===== config.mk =====
export PLATFORM = sky130hd
export DESIGN_NAME = gba_ctrl
export DESIGN_NICKNAME = d
export VERILOG_FILES = /design/src/group_bitmap_allocator_assert.svh /design/src/gba_pkg.sv /design/src/gba_ctrl.sv
export SDC_FILE = /design/constraint.sdc
export NUM_CORES = 1
export LEC_CHECK = 0
export ABC_AREA = 1
export BUFFER_PORTS_ARGS = -buffer_cell sky130_fd_sc_hd__buf_4
export CORE_UTILIZATION = 42
export DETAILED_ROUTE_END_ITERATION = 6
export PLACE_DENSITY = 0.73
export SLEW_MARGIN = 15
export SYNTH_ARGS = -nofsm -noshare
export SYNTH_HDL_FRONTEND = slang
export SYNTH_SLANG_ARGS = --single-unit

===== constraint.sdc =====
create_clock -name clk -period 1.3 [get_ports clk]
set_input_delay 0.39 -clock clk [delete_from_list [all_inputs] [get_ports clk]]
set_output_delay 0.39 -clock clk [all_outputs]
set_load 0.02 [all_outputs]

===== src/group_bitmap_allocator_assert.svh =====
// Assertion macros for the group bitmap allocator.
// Included by the top level. The macros need clk and rst_n in scope.
`ifndef GROUP_BITMAP_ALLOCATOR_ASSERT_SVH
`define GROUP_BITMAP_ALLOCATOR_ASSERT_SVH

// Same-cycle implication, disabled during reset.
`define GBA_ASSERT_IMPL(label, ante, cons, msg) \
  label: assert property (@(posedge clk) disable iff (!rst_n) (ante) |-> (cons)) \
    else $error(msg);

// Next-cycle implication, disabled during reset.
`define GBA_ASSERT_NEXT(label, ante, cons, msg) \
  label: assert property (@(posedge clk) disable iff (!rst_n) (ante) |=> (cons)) \
    else $error(msg);

`endif


===== src/gba_pkg.sv =====
// Shared types and constants of the group bitmap allocator.
// No dependencies; the modules and the testbench import it, the interfaces refer to it by name.
`default_nettype none

package gba_pkg;

  localparam int WORD_BITS  = 32;
  localparam int CFG_IDX_W  = 2;
  localparam int CFG_DATA_W = 16;

  localparam logic [15:0] BPG_RESET  = 16'd8192;
  localparam logic [6:0]  GIU_RESET  = 7'd1;
  localparam logic        BOFF_RESET = 1'b1;

  localparam logic [CFG_IDX_W-1:0] CFG_BITS_PER_GROUP = 2'd0;
  localparam logic [CFG_IDX_W-1:0] CFG_GROUPS_IN_USE  = 2'd1;
  localparam logic [CFG_IDX_W-1:0] CFG_BASE_OFFSET    = 2'd2;

  typedef enum logic [1:0] {
    REQ_LOAD_WORD  = 2'd0,
    REQ_LOAD_COUNT = 2'd1,
    REQ_ALLOC      = 2'd2,
    REQ_LOAD_TOTAL = 2'd3
  } req_type_t;

  typedef enum logic [1:0] {
    ST_ALLOC   = 2'd0,
    ST_NOSPACE = 2'd1,
    ST_LOADED  = 2'd2
  } status_t;

  // Commands from the sequencer to the datapath.
  typedef struct packed {
    logic latch_req;
    logic do_load;
    logic scan_start;
    logic grp_next;
    logic word_start;
    logic word_next;
    logic commit;
    logic out_load;
  } dp_cmd_t;

  // Status from the datapath to the sequencer.
  typedef struct packed {
    logic req_alloc;
    logic scan_empty;
    logic grp_last;
    logic cnt_zero;
    logic word_free;
    logic word_last;
  } dp_stat_t;

endpackage

`default_nettype wire


===== src/gba_ctrl.sv =====
// Sequencer of the group bitmap allocator: request handshake and scan control.
// Depends on gba_pkg for the command and status structs.
`default_nettype none

module gba_ctrl (
  input  logic              clk,
  input  logic              rst_n,
  input  logic              in_valid,
  output logic              in_ready,
  output logic              out_valid,
  input  logic              out_ready,
  input  gba_pkg::dp_stat_t stat,
  output gba_pkg::dp_cmd_t  cmd
);
  import gba_pkg::*;

  typedef enum logic [6:0] {
    S_IDLE  = 7'b0000001,
    S_DISP  = 7'b0000010,
    S_GRP   = 7'b0000100,
    S_GTEST = 7'b0001000,
    S_WRD   = 7'b0010000,
    S_WTEST = 7'b0100000,
    S_DONE  = 7'b1000000
  } state_t;

  state_t state_r, state_nxt;
  logic   out_valid_r, out_valid_nxt;

  assign in_ready  = (state_r == S_IDLE);
  assign out_valid = out_valid_r;

  always_comb begin
    state_nxt = state_r;
    cmd       = '0;
    unique case (state_r)
      S_IDLE: begin
        if (in_valid) begin
          cmd.latch_req = 1'b1;
          state_nxt     = S_DISP;
        end
      end
      S_DISP: begin
        if (stat.req_alloc) begin
          cmd.scan_start = 1'b1;
          state_nxt      = stat.scan_empty ? S_DONE : S_GRP;
        end else begin
          cmd.do_load = 1'b1;
          state_nxt   = S_DONE;
        end
      end
      S_GRP: begin
        state_nxt = S_GTEST;
      end
      S_GTEST: begin
        if (!stat.cnt_zero) begin
          cmd.word_start = 1'b1;
          state_nxt      = S_WRD;
        end else if (stat.grp_last) begin
          state_nxt = S_DONE;
        end else begin
          cmd.grp_next = 1'b1;
          state_nxt    = S_GRP;
        end
      end
      S_WRD: begin
        state_nxt = S_WTEST;
      end
      S_WTEST: begin
        if (stat.word_free) begin
          cmd.commit = 1'b1;
          state_nxt  = S_DONE;
        end else if (!stat.word_last) begin
          cmd.word_next = 1'b1;
          state_nxt     = S_WRD;
        end else if (stat.grp_last) begin
          state_nxt = S_DONE;
        end else begin
          cmd.grp_next = 1'b1;
          state_nxt    = S_GRP;
        end
      end
      S_DONE: begin
        if (!out_valid_r || out_ready) begin
          cmd.out_load = 1'b1;
          state_nxt    = S_IDLE;
        end
      end
      default: begin
        state_nxt = S_IDLE;
      end
    endcase
  end

  always_comb begin
    out_valid_nxt = out_valid_r;
    if (out_valid_r && out_ready) begin
      out_valid_nxt = 1'b0;
    end
    if (cmd.out_load) begin
      out_valid_nxt = 1'b1;
    end
  end

  always_ff @(posedge clk) begin
    if (!rst_n) begin
      state_r     <= S_IDLE;
      out_valid_r <= 1'b0;
    end else begin
      state_r     <= state_nxt;
      out_valid_r <= out_valid_nxt;
    end
  end

endmodule

`default_nettype wire


==> metrics.md, run 1 <==
| Metric | Value |
|---|---|
| I/O Pins | 20 |
| CTS tree | yes |
| Hold path cells | 2 |
| CP max stage delay | 340 ps |
| Worst-Margin Slew | 243.6 ps |
| Worst Reg-to-Reg Cells | 9 |
| HP Class | in2reg |
| Hold buffer count at cts | 0 |
| Slew Viols, Final | 0 |
| Routed vias/inst | 5.168 |
| Worst vdd ir | 0.3878 mV |
| Max Clk Rate | 587.1 MHz |
| Pre-antenna DRT Iters | 4 |
| GR Util All Layers | 27.53% |
| Area Overhead vs Synth | 77.87% |
| Iter 0 DRT Violations | 19 |
| Gpl congestion | 0.8351 |
| Die height | 39.06 µm |
| Status | finished with violations |
| Die Span X | 39.06 µm |
| Power per cell area | 662.9 nW/µm² |
| Cell taking the most area after synthesis | dfxtp_1 |
| Crit-path cells | nor2_4, nand3_4, nor2_4, nand4_1, nand2_2, buf_6 |
| Root Buffer | clkbuf_4 |
| Relative slew slack | 83.63% |
| IO Port Bufs | 19 |
| ANT nets after route | 0 |
| Synthesis Warnings | 0 |
| Post-Syn Area | 576.8 µm² |
| # DRC | 0 |
| Largest net degree at the start of global routing | 8 |
| Post-synth cell types | 20 |
| Worst Path Arrival | 1310 ps |
| Post-layout instance area | 1026 µm² |
| Setup WS post-layout | -403.4 ps |
| Synth Register Bits | 8 |
| Final period util | 131.0% |
| RSZ-0062 raised after global routing | true |
| Clk buf depth | 2 |
| Total grt overflow | 0 |
| Clock skew | 1.621 ps |
| Hold WS | 359.6 ps |
| Rows | 12 |
| Initial antenna violation count | 0 |
| Worst-skew pair later-pin latency | 260 ps |
| Cts bufs inserted | 3 |
| WP buf/inv | 1 |
| Clock transition at path regs | 50 ps |
| Clock sink count | 8 |
| Post-synth top area share | 27.77% |
| DP Cell Count | 137 |
| Mapped Nets | 102 |
| Ant. Diodes | 0 |
| Period minus WS final | 1703 ps |
| Core area | 1186 µm² |
| Number of cells on the critical path | 6 |
| Fraction of layout cells with a size suffix above 1 | 56.30% |
| First-pass GRT wire length | 2732 µm |
| Startpoint types | register |
| Final setup fails | 10 |
| Layout filler cell count | 71 |
| Hold Violations, Final | 0 |
| Top post-synthesis cells by area | dfxtp_1 (28%), inv_1 (11%), nand2_1 (11%) |
| Worst Path Max Fanout | 3 |
| Starting Density | 48.63% |
| Syn Inst Count | 92 |
| H-tree Lvls | 1 |
| Critical path's top delay family | simple AND/OR/NAND/NOR gates |
| Routed WL | 1818 µm |
| Fin cells | 149 |
| Total vias in the final route | 770 |
| Final #Nets | 147 |
| Leak | 0.5370 nW |
| Mean Syn Cell Area | 6.270 µm² |
| Worst Setup Path Type | reg2out |
| Vias in the first global route | 688 |
| Failing checks | negative setup slack |
| HPWL Detailed | 1106 µm |
| WP data required | 910 ps |
| Max Cap Viol | 0 |
| Kind of end point of the critical path | output port |
| Die area | 1526 µm² |
| Cell Area, Placed | 844.6 µm² |
| Slowest stage cell, crit path | dfxtp_2 |
| Avg WL per Cell | 12.20 µm |
| Post-synthesis sequential area ratio | 27.77% |
| Cell mode on critical path | nor2_4 |
## routing by layer
metal / up-vias / track usage (%) / wire length, µm
met5: - / 0 / 0
met3: 7 / 5.202 / 73
met4: 0 / 18.10 / 51
met1: 360 / 28.62 / 741
met2: 31 / 49.17 / 951
li1: 372 / - / -
## cells in the final DEF (no fill, tap or decap)
| master | n |
|---|---|
| nor2_4 | 7 |
| nor4_2 | 1 |
| nand2_4 | 1 |
| inv_1 | 16 |
| nand2_1 | 13 |
| nor3_2 | 2 |
| dfxtp_4 | 2 |
| a21oi_1 | 1 |
| dfxtp_2 | 3 |
| nand3_2 | 1 |
| nor2_1 | 8 |
| nand3_4 | 2 |
| dfxtp_1 | 3 |
| inv_2 | 3 |
| clkbuf_4 | 3 |
| nand4_1 | 4 |
| buf_4 | 35 |
| nor3_1 | 2 |
| inv_4 | 3 |
| nand3b_1 | 1 |
| nand2_2 | 5 |
| nor2_2 | 2 |
| buf_6 | 6 |
| nand3_1 | 9 |
| o21ai_0 | 1 |
| and2_1 | 1 |
## registers in the layout, indices dropped and copies added, names as in the netlist
| register | flops |
|---|---|
| state_r | 7 |
| out_valid | 1 |
## synthesized netlist by cell type (all sizes together)
cell	number
nand3	12
nand4	4
buf	1
nor3	4
nand2	19
o21ai	1
a21oi	1
nand3b	1
and2	1
inv	22
nor2	17
dfxtp	8
nor4	1
## area by class of cell
| class | count | area (µm²) | share of cell area, % |
|---|---|---|---|
| Tap cell | 14 | 17.52 | 1.707 |
| Inverter | 22 | 90.09 | 8.781 |
| Timing Repair Buffer | 41 | 330.3 | 32.20 |
| Clock buffer | 3 | 22.52 | 2.195 |
| Sequential cell | 8 | 171.4 | 16.71 |
| Multi-Input combinational cell | 61 | 394.1 | 38.41 |
## cell families (layout without fill, tap and decap cells)
group	after synthesis	in the layout	share of synthesized area, %
flip-flops	8	8	27.77
AND/OR/NAND/NOR	59	59	54.45
AO/OA/AOI/OAI	2	2	1.734
buffers and inverters	23	66	16.05
## metrics by stage
stage | setup slack [ps] | power, mW | utilization [%] | setup TNS (ps)
floorplan | -105.3 | 0.3619 | - | -226.4
global placement | -130.7 | 0.4439 | 71.20 | -661.1
detailed placement | -187.7 | 0.4488 | 71.20 | -911.5
CTS | -384.5 | 0.6578 | 81.96 | -3071
global route | -470.3 | 0.7182 | 86.50 | -3991
finish | -403.4 | 0.6801 | 86.50 | -3183
## final timing paths
kind | startpoint | end | slack, ps
setup / recovery | state_r[3]$_SDFFE_PN0P_ | cmd[4] | -400
hold / removal | rst_n | state_r[0]$_SDFFE_PN1P_ | 360
setup reg to reg | state_r[5]$_SDFFE_PN0P_ | state_r[0]$_SDFFE_PN1P_ | -30
hold reg to reg | state_r[2]$_SDFFE_PN0P_ | state_r[3]$_SDFFE_PN0P_ | 610
## power breakdown
group	switching [mW]	internal (mW)
registers	0.00534	0.249
logic	0.119	0.111
clock network	0.0894	0.106
total	0.214	0.466
## repair_timing
action	in CTS	in global routing
pin swaps	8	9
setup endpoints to repair	10	13
cloned	0	0
buffers inserted	5	6
gates resized for setup	23	9
hold endpoints to repair	0	0
Power figures use the tool's default switching activity.
==> run 2, diff against run 1 <==
- ABC_AREA: 1 -> 0
==> metrics.md, run 2 <==
| Metric | Value |
|---|---|
| Crit-path cells | or4b_4, or2_1, inv_2, and2_4, buf_6 |
| WP buf/inv | 2 (+1) |
| Met3 GRT Util | 4.070% (-1.1 points) |
| Mean Syn Cell Area | 7.847 µm² (+25%) |
| Startpoint types | register |
| Failing checks | negative setup slack |
| WP data required | 910 ps (about the same) |
| Reg2reg start | state_r[0]$_SDFFE_PN1P_ |
| Hold path cells | 2 (unchanged) |
| Ant. Diodes | 0 (unchanged) |
| Worst Path Max Fanout | 3 (unchanged) |
| Syn Inst Count | 70 (-24%) |
| Max Cap Viol | 0 (unchanged) |
| GRT met2 Usage | 67.37% (+18 points) |
| Largest net degree at the start of global routing | 10 (+2) |
| Core area | 1156 µm² (-2.5%) |
| Hold Crit Start | rst_n |
| Clock skew | 5.448 ps (+3.826 ps) |
| Cts bufs inserted | 3 (unchanged) |
| Max Clk Rate | 466.7 MHz (-21%) |
| Slowest stage cell, crit path | or4b_4 |
| Iter 0 DRT Violations | 62 (+43) |
| Post-layout instance area | 1104 µm² (+7.6%) |
| Starting Density | 47.51% (-1.1 points) |
| Routed WL | 2737 µm (+51%) |
| Final setup fails | 17 (+7) |
| Pre-antenna DRT Iters | 4 (unchanged) |
| Worst Setup Path Type | reg2out |
| H-tree Lvls | 1 (unchanged) |
| Slew Viols, Final | 0 (unchanged) |
| Clock sink count | 8 (unchanged) |
| Max reg flops | 7 (unchanged) |
| Worst-skew pair later-pin latency | 250 ps (about the same) |
| Biggest register | state_r |
| Gpl congestion | 0.8420 (+0.83%) |
| Logic pwr share | 35.1% (+1.3 points) |
| Switching power | 0.2221 mW (+3.7%) |
| Worst-Margin Slew | 533.7 ps (+290.1 ps) |
| # DRC | 0 (unchanged) |
| CP max stage delay | 550 ps (+210 ps) |
| Most frequent cells in the layout | buf_4 (30), buf_6 (13), dfxtp_2 (5) |
| Dpl ws | -539.1 ps (-351.4 ps) |
| Worst Path Arrival | 1750 ps (+440 ps) |
| CTS tree | yes |
| Rows | 12 (unchanged) |
| Area Overhead vs Synth | 100.9% |
| RSZ-0062 raised after global routing | true |
| Post-synth EDFFs | 0 (unchanged) |
| Worst vdd ir | 0.4649 mV (+20%) |
| P_int | 0.4801 mW (+3.1%) |
| Initial antenna violation count | 0 (unchanged) |
| Clk pwr share | 28.2% (-0.5 points) |
| Final #Nets | 124 (-16%) |
| Post-synthesis sequential area ratio | 29.16% (+1.4 points) |
| First-pass GRT wire length | 3581 µm (+31%) |
| ANT nets after route | 0 (unchanged) |
| Top-count cell post-synth | dfxtp_1 |
| Post-synth top area share | 29.16% (+1.4 points) |
| Commonest cells post-synth | dfxtp_1 (8), nor3_1 (6), inv_1 (5) |
| Status | finished with violations |
| Avg WL per Cell | 21.72 µm (+78%) |
| Total grt overflow | 0 (unchanged) |
| Commonest non-fill, non-tap cell in the layout | buf_4 |
| Routed vias/inst | 6.563 (+27%) |
| Setup WS post-layout | -842.8 ps (-439.4 ps) |
| Post-synth ARST share | 0% (unchanged) |
| Part of the power in registers | 36.7% (-0.7 points) |
| IO Port Bufs | 19 (unchanged) |
| Cell Area, Placed | 880.8 µm² (+4.3%) |
| Die Span X | 38.17 µm (-2.3%) |
| Fraction of layout cells with a size suffix above 1 | 69.64% (+13 points) |
| Post-Syn Area | 549.3 µm² (-4.8%) |
| Synthesis Warnings | 0 (unchanged) |
| Crit Reg-Reg Endpoint | state_r[5]$_SDFFE_PN0P_ |
| Util after Layout | 95.45% (+9.0 points) |
| Final period util | 164.8% (+34 points) |
| Root Buffer | clkbuf_4 |
| Cell taking the most area after synthesis | dfxtp_1 |
| Leak | 0.4607 nW (-14%) |
| Grt met1 use | 41.01% (+12 points) |
| Relative slew slack | 64.10% (-20 points) |
| Power per cell area | 636.3 nW/µm² (-4.0%) |
| Kind of end point of the critical path | output port |
| Period minus WS final | 2143 ps (+439.4 ps) |
| GR Util All Layers | 36.31% (+8.8 points) |
| Layout filler cell count | 34 (-52%) |
| GR peak layer | met2 |
| Worst R2R Setup Slack | -730 ps (-700 ps) |
| Vias in the first global route | 756 (+9.9%) |
| Synth Register Bits | 8 (unchanged) |
| Top post-synthesis cells by area | dfxtp_1 (29%), nor3_1 (5.5%), nor4b_1 (4.8%) |
| Clk buf depth | 2 (unchanged) |
| Ys flop type | dfxtp_1 |
| I/O Pins | 20 (unchanged) |
| HP Class | in2reg |
| Critical path's top delay family | simple AND/OR/NAND/NOR gates |
| HPWL Detailed | 1279 µm (+16%) |
| Hold Violations, Final | 0 (unchanged) |
| Clock transition at path regs | 60 ps (about the same) |
| Post-synth cell types | 34 (+70%) |
| Die height | 38.17 µm (-2.3%) |
| Die area | 1457 µm² (-4.5%) |
| Hold endpoint | state_r[0]$_SDFFE_PN1P_ |
| Mapped Nets | 80 (-22%) |
| Switching Fraction | 31.63% (+0.13 points) |
| Total vias in the final route | 827 (+7.4%) |
| Worst Reg-to-Reg Cells | 6 (-3) |
==> run 2: repair_timing <==
item / 4_1_cts / 5_1_grt
setup endpoints to repair: 17 / 17
gates resized for setup: 25 / 17
pin swaps: 8 / 13
setup buffers: 4 / 6
hold buffers: 0 / 0
==> run 2: kinds of logic after synthesis <==
family	synth area share, %
buffers and inverters	7.062
AOI/OAI and AO/OA	17.54
DFF	29.16
and+or+nand+nor	44.65
xor gates and xnor gates	1.595
==> run 2: worst register-to-register path, stage by stage, from the launching register on <==
cell,delay [ps]
dfxtp_2,330
or3_4,390
or4_4,430
buf_4,160
buf_6,120
o221a_1,290
and3_1,190
==> run 2: worst max path at each step <==
stage,end,cells after the start,start,slack [ps]
after floorplan,cmd[0],4,state_r[1]$_SDFFE_PN0P_,-580
after global placement,cmd[0],4,state_r[1]$_SDFFE_PN0P_,-520
after detailed placement,cmd[0],4,state_r[0]$_SDFFE_PN1P_,-540
after CTS,cmd[0],4,state_r[1]$_SDFFE_PN0P_,-800
after global routing,cmd[7],5,state_r[4]$_SDFFE_PN0P_,-870
final,cmd[7],5,state_r[5]$_SDFFE_PN0P_,-840
==> run 2: cell type report <==
type | instances | area [µm²] | share of cell area, %
clock buffers | 3 | 22.52 | 2.041
well taps | 14 | 17.52 | 1.587
inverters | 5 | 18.77 | 1.701
multi-input cells | 53 | 499.2 | 45.24
repair buffers | 43 | 371.6 | 33.67
flip-flops and latches | 8 | 173.9 | 15.76
==> run 2: stage by stage <==
stage,power [mW],TNS [ps],cells,hold slack [ps]
detailed placement,0.4466,-5630,117,606.2
global route,0.7214,-9794,126,415.4
floorplan,0.3536,-4293,70,488.6
global placement,0.4427,-5292,117,601.2
CTS,0.6473,-7599,124,398.6
finish,0.7022,-9349,126,433.5
==> run 2: metal layers <==
metal  wire (µm)  vias to the layer above
li1            -                      346
met1        1029                      372
met2        1305                       89
met3         250                       20
met4         151                        0
met5           0                        -
==> run 2: power groups by stage <==
stage | registers (mW) | clock network, mW | logic (mW)
after CTS | 0.260 | 0.187 | 0.201
after detailed placement | 0.265 | 0 | 0.181
after global placement | 0.264 | 0 | 0.179
after global routing | 0.258 | 0.209 | 0.255
final | 0.258 | 0.198 | 0.246
after floorplan | 0.267 | 0 | 0.0862
